### src/hw/rtl/segment_blocked_by_cells_unit_macros.svh
// assertion macros shared by the rtl files
`ifndef SEGMENT_BLOCKED_BY_CELLS_UNIT_MACROS_SVH
`define SEGMENT_BLOCKED_BY_CELLS_UNIT_MACROS_SVH
`ifndef SYNTHESIS
// checked property, off while reset is low
`define SBC_ASSERT(lbl, prop, msg) \
  lbl: assert property (@(posedge clk) disable iff (!rst_n) (prop)) else $error(msg);
// checked property, also sampled during reset
`define SBC_ASSERT_RST(lbl, prop, msg) \
  lbl: assert property (@(posedge clk) (prop)) else $error(msg);
`else
`define SBC_ASSERT(lbl, prop, msg)
`define SBC_ASSERT_RST(lbl, prop, msg)
`endif
`endif

### src/hw/rtl/sbc_pkg.sv
package sbc_pkg;

  // fixed width of the cell extent fields
  localparam int SIZE_W = 16;

  // configuration register indexes
  localparam int CFG_IDX_W = 2;
  localparam logic [CFG_IDX_W-1:0] REG_START_X = 2'd0;
  localparam logic [CFG_IDX_W-1:0] REG_START_Z = 2'd1;
  localparam logic [CFG_IDX_W-1:0] REG_END_X   = 2'd2;
  localparam logic [CFG_IDX_W-1:0] REG_END_Z   = 2'd3;

  // axis under test
  localparam logic AX_X = 1'b0;
  localparam logic AX_Z = 1'b1;

  // divider status toward the sequencer
  typedef struct packed {
    logic busy;
    logic done;
  } div_stat_t;

endpackage

### src/hw/rtl/segment_blocked_by_cells_unit.sv
// channel  direction  handshake            payload
// in       input      in_valid/in_ready    cell_x, cell_z, cell_width, cell_depth, flags
// out      output     out_valid/out_ready  cell_blocks, path_blocked, list_done
// cfg      input      cfg_valid/cfg_ready  cfg_index, cfg_data (always ready)
//
// an endpoint cell goes straight to the result; any other cell makes up to
// four passes through the one radix-2 divider, fewer when an axis fails or
// does not move.
// in_ready is high only while the sequencer is idle; one result register
// lets the next item enter while a result waits on out_ready.
// reset (synchronous, rst_n low) clears the segment, state and out_valid registers and the sticky flag.
`include "segment_blocked_by_cells_unit_macros.svh"

module segment_blocked_by_cells_unit #(
  parameter int COORD_BITS = 24,
  parameter int FRAC_BITS  = 16
) (
  input  logic                          clk,
  input  logic                          rst_n,
  input  logic                          cfg_valid,
  output logic                          cfg_ready,
  input  logic [sbc_pkg::CFG_IDX_W-1:0] cfg_index,
  input  logic [COORD_BITS-1:0]         cfg_data,
  input  logic                          in_valid,
  output logic                          in_ready,
  input  logic signed [COORD_BITS-1:0]  in_cell_x,
  input  logic signed [COORD_BITS-1:0]  in_cell_z,
  input  logic [sbc_pkg::SIZE_W-1:0]    in_cell_width,
  input  logic [sbc_pkg::SIZE_W-1:0]    in_cell_depth,
  input  logic                          in_is_endpoint,
  input  logic                          in_last_cell,
  output logic                          out_valid,
  input  logic                          out_ready,
  output logic                          out_cell_blocks,
  output logic                          out_path_blocked,
  output logic                          out_list_done
);

  localparam int C   = COORD_BITS;
  localparam int SW  = sbc_pkg::SIZE_W;
  localparam int MX  = (C > SW) ? C : SW;
  localparam int BW  = MX + 2;
  localparam int NW  = MX + 3;
  localparam int DW  = C + 2;
  localparam int TW  = FRAC_BITS + 2;

  localparam logic [2:0] ST_IDLE   = 3'd0;
  localparam logic [2:0] ST_AXIS   = 3'd1;
  localparam logic [2:0] ST_DIV_LO = 3'd2;
  localparam logic [2:0] ST_DIV_HI = 3'd3;
  localparam logic [2:0] ST_DONE   = 3'd4;

  // segment registers
  logic signed [C-1:0] sx_r, sz_r, ex_r, ez_r;

  // sequencer state
  logic [2:0]           state_r, state_nxt;
  logic                 axis_r, axis_nxt;
  logic signed [C-1:0]  cx_r, cx_nxt, cz_r, cz_nxt;
  logic [SW-1:0]        cw_r, cw_nxt, cd_r, cd_nxt;
  logic                 last_r, last_nxt;
  logic                 hit_r, hit_nxt;
  logic signed [TW-1:0] entry_r, entry_nxt, exit_r, exit_nxt, t1_r, t1_nxt;
  logic                 seen_r, seen_nxt;
  logic                 ov_r, ov_nxt, ob_r, ob_nxt, op_r, op_nxt, ol_r, ol_nxt;

  // per axis operands
  logic signed [C-1:0]  p1, p2, cc;
  logic [SW-1:0]        size;
  logic signed [BW-1:0] c2, sz_e, lo, hi, s;
  logic signed [C:0]    diff;
  logic signed [DW-1:0] d;
  logic                 dzero, start_in_slab;
  logic signed [NW-1:0] num_lo, num_hi, div_num;

  // interval update
  logic signed [TW-1:0] t_div, tmin, tmax, ne, nx;
  logic                 ok;

  logic                 div_start;
  sbc_pkg::div_stat_t   div_stat;

  // configuration writes
  assign cfg_ready = 1'b1;
  always_ff @(posedge clk) begin
    if (!rst_n) begin
      sx_r <= '0;
      sz_r <= '0;
      ex_r <= '0;
      ez_r <= '0;
    end else if (cfg_valid) begin
      unique case (cfg_index)
        sbc_pkg::REG_START_X: sx_r <= cfg_data;
        sbc_pkg::REG_START_Z: sz_r <= cfg_data;
        sbc_pkg::REG_END_X:   ex_r <= cfg_data;
        sbc_pkg::REG_END_Z:   ez_r <= cfg_data;
      endcase
    end
  end

  // slab bounds and start in doubled units
  always_comb begin
    if (axis_r == sbc_pkg::AX_Z) begin
      p1   = sz_r;
      p2   = ez_r;
      cc   = cz_r;
      size = cd_r;
    end else begin
      p1   = sx_r;
      p2   = ex_r;
      cc   = cx_r;
      size = cw_r;
    end
  end

  assign c2     = {{(BW-C-1){cc[C-1]}}, cc, 1'b0};
  assign sz_e   = {{(BW-SW){1'b0}}, size};
  assign lo     = c2 - sz_e;
  assign hi     = c2 + sz_e;
  assign s      = {{(BW-C-1){p1[C-1]}}, p1, 1'b0};
  assign diff   = {p2[C-1], p2} - {p1[C-1], p1};
  assign d      = {diff, 1'b0};
  assign dzero  = (diff == '0);
  assign start_in_slab = (lo <= s) && (s <= hi);
  assign num_lo = {lo[BW-1], lo} - {s[BW-1], s};
  assign num_hi = {hi[BW-1], hi} - {s[BW-1], s};
  assign div_num = (state_r == ST_AXIS) ? num_lo : num_hi;

  // clip of the parameter interval by the two slab bounds
  assign tmin = (t1_r <= t_div) ? t1_r : t_div;
  assign tmax = (t1_r <= t_div) ? t_div : t1_r;
  assign ne   = (tmin > entry_r) ? tmin : entry_r;
  assign nx   = (tmax < exit_r) ? tmax : exit_r;
  assign ok   = (ne <= nx);

  sbc_divider #(
    .NUM_W     (NW),
    .DEN_W     (DW),
    .FRAC_BITS (FRAC_BITS)
  ) u_div (
    .clk   (clk),
    .rst_n (rst_n),
    .start (div_start),
    .num   (div_num),
    .den   (d),
    .t     (t_div),
    .stat  (div_stat)
  );

  // sequencer
  always_comb begin
    state_nxt = state_r;
    axis_nxt  = axis_r;
    cx_nxt    = cx_r;
    cz_nxt    = cz_r;
    cw_nxt    = cw_r;
    cd_nxt    = cd_r;
    last_nxt  = last_r;
    hit_nxt   = hit_r;
    entry_nxt = entry_r;
    exit_nxt  = exit_r;
    t1_nxt    = t1_r;
    seen_nxt  = seen_r;
    ov_nxt    = ov_r && !out_ready;
    ob_nxt    = ob_r;
    op_nxt    = op_r;
    ol_nxt    = ol_r;
    div_start = 1'b0;
    unique case (state_r)
      ST_IDLE: begin
        if (in_valid) begin
          cx_nxt    = in_cell_x;
          cz_nxt    = in_cell_z;
          cw_nxt    = in_cell_width;
          cd_nxt    = in_cell_depth;
          last_nxt  = in_last_cell;
          axis_nxt  = sbc_pkg::AX_X;
          hit_nxt   = 1'b0;
          entry_nxt = '0;
          exit_nxt  = TW'(1) << FRAC_BITS;
          state_nxt = in_is_endpoint ? ST_DONE : ST_AXIS;
        end
      end
      ST_AXIS: begin
        if (dzero) begin
          // no motion along this axis: only the start position decides
          if (!start_in_slab) begin
            hit_nxt   = 1'b0;
            state_nxt = ST_DONE;
          end else if (axis_r == sbc_pkg::AX_Z) begin
            hit_nxt   = 1'b1;
            state_nxt = ST_DONE;
          end else begin
            axis_nxt  = sbc_pkg::AX_Z;
          end
        end else begin
          div_start = 1'b1;
          state_nxt = ST_DIV_LO;
        end
      end
      ST_DIV_LO: begin
        if (div_stat.done) begin
          t1_nxt    = t_div;
          div_start = 1'b1;
          state_nxt = ST_DIV_HI;
        end
      end
      ST_DIV_HI: begin
        if (div_stat.done) begin
          entry_nxt = ne;
          exit_nxt  = nx;
          if (!ok) begin
            hit_nxt   = 1'b0;
            state_nxt = ST_DONE;
          end else if (axis_r == sbc_pkg::AX_Z) begin
            hit_nxt   = 1'b1;
            state_nxt = ST_DONE;
          end else begin
            axis_nxt  = sbc_pkg::AX_Z;
            state_nxt = ST_AXIS;
          end
        end
      end
      ST_DONE: begin
        if (!ov_r || out_ready) begin
          ov_nxt    = 1'b1;
          ob_nxt    = hit_r;
          op_nxt    = seen_r || hit_r;
          ol_nxt    = last_r;
          seen_nxt  = (seen_r || hit_r) && !last_r;
          state_nxt = ST_IDLE;
        end
      end
      default: begin
        state_nxt = ST_IDLE;
      end
    endcase
  end

  always_ff @(posedge clk) begin
    if (!rst_n) begin
      state_r <= ST_IDLE;
      seen_r  <= 1'b0;
      ov_r    <= 1'b0;
    end else begin
      state_r <= state_nxt;
      seen_r  <= seen_nxt;
      ov_r    <= ov_nxt;
    end
    axis_r  <= axis_nxt;
    cx_r    <= cx_nxt;
    cz_r    <= cz_nxt;
    cw_r    <= cw_nxt;
    cd_r    <= cd_nxt;
    last_r  <= last_nxt;
    hit_r   <= hit_nxt;
    entry_r <= entry_nxt;
    exit_r  <= exit_nxt;
    t1_r    <= t1_nxt;
    ob_r    <= ob_nxt;
    op_r    <= op_nxt;
    ol_r    <= ol_nxt;
  end

  assign in_ready         = (state_r == ST_IDLE);
  assign out_valid        = ov_r;
  assign out_cell_blocks  = ob_r;
  assign out_path_blocked = op_r;
  assign out_list_done    = ol_r;

  // checks
  `SBC_ASSERT(a_accept_busy, in_valid && in_ready |=> !in_ready, "item accepted but still idle")
  `SBC_ASSERT(a_div_free, div_start |-> !div_stat.busy, "divider started while busy")
  `SBC_ASSERT(a_blk_sticky, out_valid && out_cell_blocks |-> out_path_blocked,
              "blocking cell without path flag")
  `SBC_ASSERT_RST(a_reset, !rst_n |=> !out_valid && in_ready, "reset left block busy")

endmodule

### src/hw/rtl/sbc_divider.sv
`include "segment_blocked_by_cells_unit_macros.svh"

module sbc_divider #(
  parameter int NUM_W     = 27,
  parameter int DEN_W     = 26,
  parameter int FRAC_BITS = 16
) (
  input  logic                     clk,
  input  logic                     rst_n,
  input  logic                     start,
  input  logic signed [NUM_W-1:0]  num,
  input  logic signed [DEN_W-1:0]  den,
  output logic signed [FRAC_BITS+1:0] t,
  output sbc_pkg::div_stat_t       stat
);

  localparam int TW    = FRAC_BITS + 2;
  localparam int QW    = FRAC_BITS + 2;
  localparam int D4W   = DEN_W + 2;
  localparam int CMPW  = (NUM_W > D4W) ? NUM_W : D4W;
  localparam int CNT_W = $clog2(QW + 1);

  localparam logic [1:0] DS_IDLE = 2'd0;
  localparam logic [1:0] DS_RUN  = 2'd1;
  localparam logic [1:0] DS_FIN  = 2'd2;

  logic [1:0]       state_r, state_nxt;
  logic [D4W-1:0]   r_r, r_nxt;
  logic [D4W-1:0]   d4_r, d4_nxt;
  logic [QW-1:0]    q_r, q_nxt;
  logic [CNT_W-1:0] cnt_r, cnt_nxt;
  logic             ovf_r, ovf_nxt;
  logic             neg_r, neg_nxt;
  logic             done_r, done_nxt;
  logic signed [TW-1:0] t_r, t_nxt;

  logic [NUM_W-1:0] num_u, num_mag;
  logic [DEN_W-1:0] den_u, den_mag;
  logic [CMPW-1:0]  num_ext, d4_ext;
  logic [D4W:0]     r2, rsub;
  logic             ge;
  logic [QW:0]      m;
  logic signed [TW-1:0] t_calc;

  // operand magnitudes
  assign num_u   = num;
  assign den_u   = den;
  assign num_mag = num_u[NUM_W-1] ? (~num_u + NUM_W'(1)) : num_u;
  assign den_mag = den_u[DEN_W-1] ? (~den_u + DEN_W'(1)) : den_u;
  assign num_ext = CMPW'(num_mag);
  assign d4_ext  = CMPW'({den_mag, 2'b00});

  // one restoring step against four times the divisor
  assign r2   = {r_r, 1'b0};
  assign rsub = r2 - {1'b0, d4_r};
  assign ge   = (r2 >= {1'b0, d4_r});

  // sign, rounding toward minus infinity and saturation
  assign m = {1'b0, q_r} + (QW+1)'(r_r != '0);
  always_comb begin
    if (!neg_r) begin
      if (ovf_r || q_r[QW-1]) begin
        t_calc = {1'b0, {(TW-1){1'b1}}};
      end else begin
        t_calc = {1'b0, q_r[QW-2:0]};
      end
    end else begin
      if (ovf_r || (m > ((QW+1)'(1) << (FRAC_BITS + 1)))) begin
        t_calc = {1'b1, {(TW-1){1'b0}}};
      end else begin
        t_calc = (~m[TW-1:0]) + TW'(1);
      end
    end
  end

  // sequencer
  always_comb begin
    state_nxt = state_r;
    r_nxt     = r_r;
    d4_nxt    = d4_r;
    q_nxt     = q_r;
    cnt_nxt   = cnt_r;
    ovf_nxt   = ovf_r;
    neg_nxt   = neg_r;
    done_nxt  = 1'b0;
    t_nxt     = t_r;
    unique case (state_r)
      DS_IDLE: begin
        if (start) begin
          r_nxt     = num_ext[D4W-1:0];
          d4_nxt    = d4_ext[D4W-1:0];
          ovf_nxt   = (num_ext >= d4_ext);
          neg_nxt   = num_u[NUM_W-1] ^ den_u[DEN_W-1];
          q_nxt     = '0;
          cnt_nxt   = CNT_W'(QW);
          state_nxt = DS_RUN;
        end
      end
      DS_RUN: begin
        r_nxt   = ge ? rsub[D4W-1:0] : r2[D4W-1:0];
        q_nxt   = {q_r[QW-2:0], ge};
        cnt_nxt = cnt_r - CNT_W'(1);
        if (cnt_r == CNT_W'(1)) begin
          state_nxt = DS_FIN;
        end
      end
      DS_FIN: begin
        t_nxt     = t_calc;
        done_nxt  = 1'b1;
        state_nxt = DS_IDLE;
      end
      default: begin
        state_nxt = DS_IDLE;
      end
    endcase
  end

  always_ff @(posedge clk) begin
    if (!rst_n) begin
      state_r <= DS_IDLE;
      done_r  <= 1'b0;
    end else begin
      state_r <= state_nxt;
      done_r  <= done_nxt;
    end
    r_r   <= r_nxt;
    d4_r  <= d4_nxt;
    q_r   <= q_nxt;
    cnt_r <= cnt_nxt;
    ovf_r <= ovf_nxt;
    neg_r <= neg_nxt;
    t_r   <= t_nxt;
  end

  assign t         = t_r;
  assign stat.busy = (state_r != DS_IDLE);
  assign stat.done = done_r;

  // checks
  `SBC_ASSERT(a_start_runs, start && !stat.busy |=> stat.busy, "divider did not start")
  `SBC_ASSERT(a_done_idle, stat.done |-> !stat.busy, "divider done while busy")

endmodule

### config.mk
export PLATFORM = sky130hd
export DESIGN_NAME = segment_blocked_by_cells_unit
export DESIGN_NICKNAME = d
export VERILOG_FILES = /design/src/hw/rtl/sbc_pkg.sv /design/src/hw/rtl/segment_blocked_by_cells_unit.sv /design/src/hw/rtl/sbc_divider.sv
export VERILOG_INCLUDE_DIRS = /design/src /design/src/hw/rtl
export SDC_FILE = /design/constraint.sdc
export NUM_CORES = 1
export LEC_CHECK = 0
export CORE_MARGIN = 1
export CORE_UTILIZATION = 44
export CTS_CLUSTER_DIAMETER = 40
export CTS_CLUSTER_SIZE = 12
export DETAILED_ROUTE_END_ITERATION = 16
export DONT_BUFFER_PORTS = 1
export PLACE_DENSITY = 0.68
export SLEW_MARGIN = 30
export SYNTH_ARGS = -nofsm -noshare
export SYNTH_HDL_FRONTEND = slang
export SYNTH_SLANG_ARGS = --single-unit
### constraint.sdc
create_clock -name clk -period 9.95 [get_ports clk]
set_input_delay 0.4975 -clock clk [delete_from_list [all_inputs] [get_ports clk]]
set_output_delay 0.4975 -clock clk [all_outputs]
set_load 0.02 [all_outputs]
# Word-level counts from Yosys, hierarchy flattened
# Index checks and enable logic that the tools add are counted.
[word_totals] regBits=341 wordCells=164
[op_classes] eq_ne=20 addsub=11 order_cmp=9 n_reduce_logical=32 mux=59 bitwise_logic=4
[op_table] cell="$mux 18" n=11
[op_table] cell="$pmux 18 s2" n=3
[op_table] cell="$mux 24" n=3
[op_table] cell="$mux 28" n=2
[op_table] cell="$pmux 28 s2" n=1
[op_table] cell="$mux 27" n=2
[op_table] cell="$sub 26x25->27" n=2
[op_table] cell="$le 18x18->1" n=2
[op_table] cell="$mux 3" n=10
[op_table] cell="$ge 29x28->1" n=1
[op_table] cell="$ge 27x28->1" n=1
[op_table] cell="$reduce_bool 28->1" n=1
[op_table] cell="$sub 28x28->28" n=1
[op_table] cell="$add 27x1->27 const B" n=1
[op_table] cell="$not 27->27" n=1
[op_table] cell="$add 25x17->26" n=1
[op_table] cell="$add 26x1->26 const B" n=1
[op_table] cell="$le 25x26->1" n=1
[op_table] cell="$le 26x25->1" n=1
[op_table] cell="$mux 26" n=1
[op_table] cell="$not 26->26" n=1
[op_table] cell="$sub 25x17->26" n=1
[op_table] cell="$logic_not 25->1" n=1
[op_table] cell="$sub 24x24->25" n=1
[op_table] cell="other kinds (39)" n=84

# Logic depth before layout (Yosys ltp)
[depth] word_depth=9 depth_mapped=42 ltp_nobuf=36

# Cells and area by module
# From an unflattened synthesis, not the netlist that was laid out.
[hier_totals] cells_unflattened=2917 area_unflattened_um2=26583.0
[by_module_without_submodules] module="segment_blocked_by_cells_unit" instances=1 seq_area_each_um2=6226.0 area_per_inst_um2=18302.6 cells_each=1992
[by_module_without_submodules] module="sbc_divider" instances=1 seq_area_each_um2=2972.9 area_per_inst_um2=8280.4 cells_each=925

# Worst setup path after synthesis
# OpenSTA, ideal clock, no wires.
[synth_path] path_kind="register to register" from="register axis_r" to="register u_div.ovf_r, data pin" n_path_buf=6 setup_slack_ps=996 stages_incl_launch_ff=40 arrival_time_ps=8689 cell_sequence="edfxtp_1 clkbuf_1 buf_1 clkbuf_1 buf_1 mux2i_1 inv_1 ha_1 fa_1 nor2b_1 o21a_1 o21ai_0 a21oi_1 nor2_1 o21bai_1 a311o_1 a311o_1 a21oi_1 [... 4 more ...] a21o_1 or4b_2 a31oi_1 o21ai_0 a32oi_1 clkbuf_1 o21ai_0 xor2_1 ha_1 a21o_1 a21o_1 a21oi_1 nor2_1 a211oi_1 nor3_1 a2111oi_0 o311a_1 nor2_1"
[synth_between] elab_chain_len=8 word_cells_on_any_way=17
[synth_rtl] element="from (decl)" line="segment_blocked_by_cells_unit.sv:58" source="logic axis_r, axis_nxt;"
[synth_rtl] element="from (signal assigned)" line="segment_blocked_by_cells_unit.sv:250" source="axis_r <= axis_nxt;"
[synth_rtl] element="$mux 16 or $mux 24 (tied branches)" line="segment_blocked_by_cells_unit.sv:103" source="if (axis_r == sbc_pkg::AX_Z) begin"
[synth_rtl] element="$add 25x17->26 or $sub 25x17->26 (tied branches)" line="segment_blocked_by_cells_unit.sv:119, segment_blocked_by_cells_unit.sv:118"
[synth_rtl] element="$sub 26x25->27, on equally long branches" line="segment_blocked_by_cells_unit.sv:126, segment_blocked_by_cells_unit.sv:125"
[synth_rtl] element="$mux 27" line="segment_blocked_by_cells_unit.sv:127" source="assign div_num = (state_r == ST_AXIS) ? num_lo : num_hi;"
[synth_rtl] element="$not 27->27" line="sbc_divider.sv:48" source="assign num_mag = num_u[NUM_W-1] ? (~num_u + NUM_W'(1)) : num_u;"
[synth_rtl] element="$add 27x1->27" line="sbc_divider.sv:48"
[synth_rtl] element="$mux 27" line="sbc_divider.sv:48"
[synth_rtl] element="$ge 27x28->1 *" line="sbc_divider.sv:92" source="ovf_nxt = (num_ext >= d4_ext);"
[synth_rtl] element="to (signal assigned)" line="sbc_divider.sv:130" source="ovf_r <= ovf_nxt;"
[synth_rtl] element="to (decl)" line="sbc_divider.sv:32" source="logic ovf_r, ovf_nxt;"
# Every way passes the cells marked *; elsewhere a longest branch is shown, timed or not.
# A chain may end at the register's enable or synchronous reset.

# Worst setup path after layout
# Same ends and word-level chain as after synthesis.

==> impl.org <==
** Synthesis
- Most frequently used flop master after synthesis :: sky130_fd_sc_hd__edfxtp_1
- Yosys reg bits :: 340
- Most area-hungry cell type in the Yosys netlist :: sky130_fd_sc_hd__edfxtp_1
- Cell types with the highest counts after synthesis :: sky130_fd_sc_hd__nand2_1, sky130_fd_sc_hd__edfxtp_1, sky130_fd_sc_hd__ha_1, sky130_fd_sc_hd__nor2_1, sky130_fd_sc_hd__inv_1
- Yosys printed 0 warnings.
- The synthesized netlist occupies a cell area of 0.02654 sq mm.
- The synthesized netlist contains 89 unique library cells.
- Share of the synthesized area in the top cell type :: 0.2670
- Share of flip-flops with an asynchronous set or reset after synthesis :: 0
- Post-synthesis cell count :: 2,983
- Post-synth EDFFs :: about 240
- Most common cell in the netlist :: sky130_fd_sc_hd__nand2_1
- The number of nets handed over by synthesis was 3,335.
- After synthesis, the cell types taking the most area are sky130_fd_sc_hd__edfxtp_1, sky130_fd_sc_hd__ha_1, sky130_fd_sc_hd__dfxtp_1.
- The share of the Yosys chip area taken by registers is 0.3455.
- Each instance of the synthesized netlist takes up on average about 8.9 sq um.

** Layout
- Number of nets at the end of the flow :: 3,401
- Counting the fill cells in the layout gives approximately 5,300.
- Relative to the synthesized area, the layout overhead comes to 14.80%.
- The number of antenna diodes in the final layout is 0.
- Proportion of layout cells with a drive suffix above 1 :: 0.08207
- Area of all placed cells without fillers :: 0.03047 sq mm

** Global route
- GRT Util Overall :: 0.2402
- Antenna violations before repair :: 0
- Largest net degree at the start of global routing :: 75
- The total overflow left after global routing is 0.
- First-pass GRT wire length :: 117.2 mm
- The number of global-route vias before repair came to 21,957.

** Clock tree
- Post-CTS setup buffers :: 0
- Clock root buffer :: sky130_fd_sc_hd__clkbuf_16
- CTS tree :: yes
- CTS saw 340 sinks.
- Clock transition at path regs :: 0.06 ns
- The longest clock path from root to sink contains 3 buffers.
- In this run, CTS created clock tree buffers numbering 58.
- Clock latency on the worst-skew pair :: 0.65 ns
- Post-CTS repair changed the size of 0 cells.
- H-tree levels :: 2
- Number of hold buffers added after CTS :: approximately 110

** Routing
- DRT antenna net count :: 0
- Using the TritonRoute via totals, the vias-per-cell ratio works out to 5.823.
- After detailed routing, the average wire length per cell comes to between 15 and 20 um.
- For this block, the initial DRC count from the detailed router was about 1,600.
- Pre-Repair DR Iteration Count :: 7
- The final layout contains routed wiring with a total length of 74.38 mm.
- Residual DRC :: 0
- Total via count in the routed design :: approximately 23,000

** Setup path
- The worst setup path is captured at a register.
- The slowest stage of the critical path is the sky130_fd_sc_hd__or4b_2 cell.
- Nature of the critical path startpoint :: register
- Slowest Stage Delay on Critical Path :: 0.66 ns
- Together, buffers and inverters on the worst path number 2.
- At the worst endpoint, the required time is 10.28 ns.
- In this run the worst path has a maximum fanout of 19.
- At the worst endpoint, the arrival time is 9.49 ns.
- On the critical path the largest part of the delay comes from compound AO/OA/AOI/OAI gates.
- The worst setup path is of the reg2reg kind.

** Timing
- Post-route clock period utilization :: 0.9204
- Fin. max-slew vios :: 0
- At the pin with the least slew margin, the transition time is about 0.94 ns.
- After layout, the minimum clock period comes to 9.158 ns.
- On the final layout, the worst clock skew is 0.05697 ns.
- Setup total negative slack on the finished layout was measured at 0 ns.
- Final hold analysis gives a worst-case slack of 0.01478 ns.
- The final hold violation count came to 0.
- Setup repair after global routing left no endpoint under its margin.
- Measured against its own limit, the worst slew margin works out to 0.3534.
- For this run, the top clock speed supported by timing is roughly 110 MHz.
- Final setup viols :: 0

** Place
- Input and output buffers added on the ports amount to 0.
- Post-placement cell area :: 0.02727 sq mm
- Final RePlAce weighted congestion :: 1.004
- Detailed placement finished with a half-perimeter wire length of roughly 54 mm.

** Die
- 119 I/O pins were placed.
- The total area inside the core boundary comes to 0.05935 sq mm.
- The die is between 200 and 250 um wide.
- Placement row count :: 89
- Initial cell density of the core :: 0.4471
- Die Area :: 0.06130 sq mm
- Vertical extent of the die :: about 250 um

** Worst hold path
- The min-delay analysis places its worst path in the category in2reg.

** Run status
- The flow ran to the end, and the final reports show no timing, DRC or antenna violations.

** Run
- Max cap viols :: 0
-- area by class of cell --
class,count,area (sq um),area share
Inverter,183,686.9,0.02255
Clock inverter,42,549.3,0.01803
Multi-Input combinational cell,2326,16240,0.5331
Timing Repair Buffer,140,1370,0.04497
Sequential cell,340,9169,0.3009
Clock buffer,64,1484,0.04870
Tap cell,773,967.2,0.03174
-- metrics by stage --
stage	util	cells	setup WS (ns)
2_1_floorplan	-	2983	0.9955
6_report	0.5133	3868	0.7917
5_1_grt	0.5133	3868	0.3047
4_1_cts	0.5128	3866	0.8958
3_5_place_dp	0.4595	3648	0.9311
3_3_place_gp	0.4585	3646	1.063
-- flip-flops by register name (all words and copies together), names as in the netlist, 24 cells and up --
register and cells:
u_div.r_r 28, u_div.d4_r 25, cx_r 24, cz_r 24
ex_r 24, ez_r 24, sx_r 24, sz_r 24
-- cells by family (layout without fill, tap and decap cells) --
kind of cell,after synthesis,after routing,share of synthesized area
AND/OR/NAND/NOR,1002,1002,0.1809
AO/OA/AOI/OAI,763,763,0.1974
flip-flops,340,340,0.3455
buffers and inverters,317,429,0.04531
adder cells (fa/ha/maj),239,239,0.1141
multiplexers,163,163,0.06454
XOR/XNOR,158,158,0.05214
other,1,1,0.0001413
-- path summary, 6_finish.rpt --
check	slack, ns	from	cells after the start	endpoint
setup / recovery	0.79	axis_r	33	u_div.ovf_r
hold / removal	0.01	cfg_data[9]	2	sz_r[9]
setup reg to reg	0.79	axis_r	33	u_div.ovf_r
hold reg to reg	0.46	ez_r[10]	2	ez_r[10]
-- routing by layer --
layer / track usage / wire length, um
met5: 0 / 0
met4: 0.1075 / 3249
met3: 0.03006 / 3587
met2: 0.4163 / 35660
met1: 0.2971 / 31880
-- cells in the final DEF (no fill, tap or decap), types with 36 or more instances in the layout --
| cell | instances |
|---|---|
| sky130_fd_sc_hd__nand2_1 | 383 |
| sky130_fd_sc_hd__edfxtp_1 | 236 |
| sky130_fd_sc_hd__ha_1 | 234 |
| sky130_fd_sc_hd__nor2_1 | 188 |
| sky130_fd_sc_hd__inv_1 | 183 |
| sky130_fd_sc_hd__a21oi_1 | 143 |
| sky130_fd_sc_hd__o21ai_0 | 124 |
| sky130_fd_sc_hd__dlygate4sd3_1 | 113 |
| sky130_fd_sc_hd__dfxtp_1 | 104 |
| sky130_fd_sc_hd__a21boi_0 | 103 |
| sky130_fd_sc_hd__mux2i_1 | 98 |
| sky130_fd_sc_hd__xnor2_1 | 95 |
| sky130_fd_sc_hd__a21o_1 | 86 |
| sky130_fd_sc_hd__nor3_1 | 75 |
| sky130_fd_sc_hd__mux2_2 | 65 |
| sky130_fd_sc_hd__nand3_1 | 65 |
| sky130_fd_sc_hd__xor2_1 | 63 |
| sky130_fd_sc_hd__clkbuf_16 | 58 |
| sky130_fd_sc_hd__a211oi_1 | 43 |
| sky130_fd_sc_hd__nor2b_1 | 42 |
| sky130_fd_sc_hd__o21a_1 | 37 |
| sky130_fd_sc_hd__nand4_1 | 36 |
| sky130_fd_sc_hd__o211ai_1 | 36 |
Power is not shown: default switching activity piles up to over one toggle a cycle in this logic, so the estimate is an artifact.
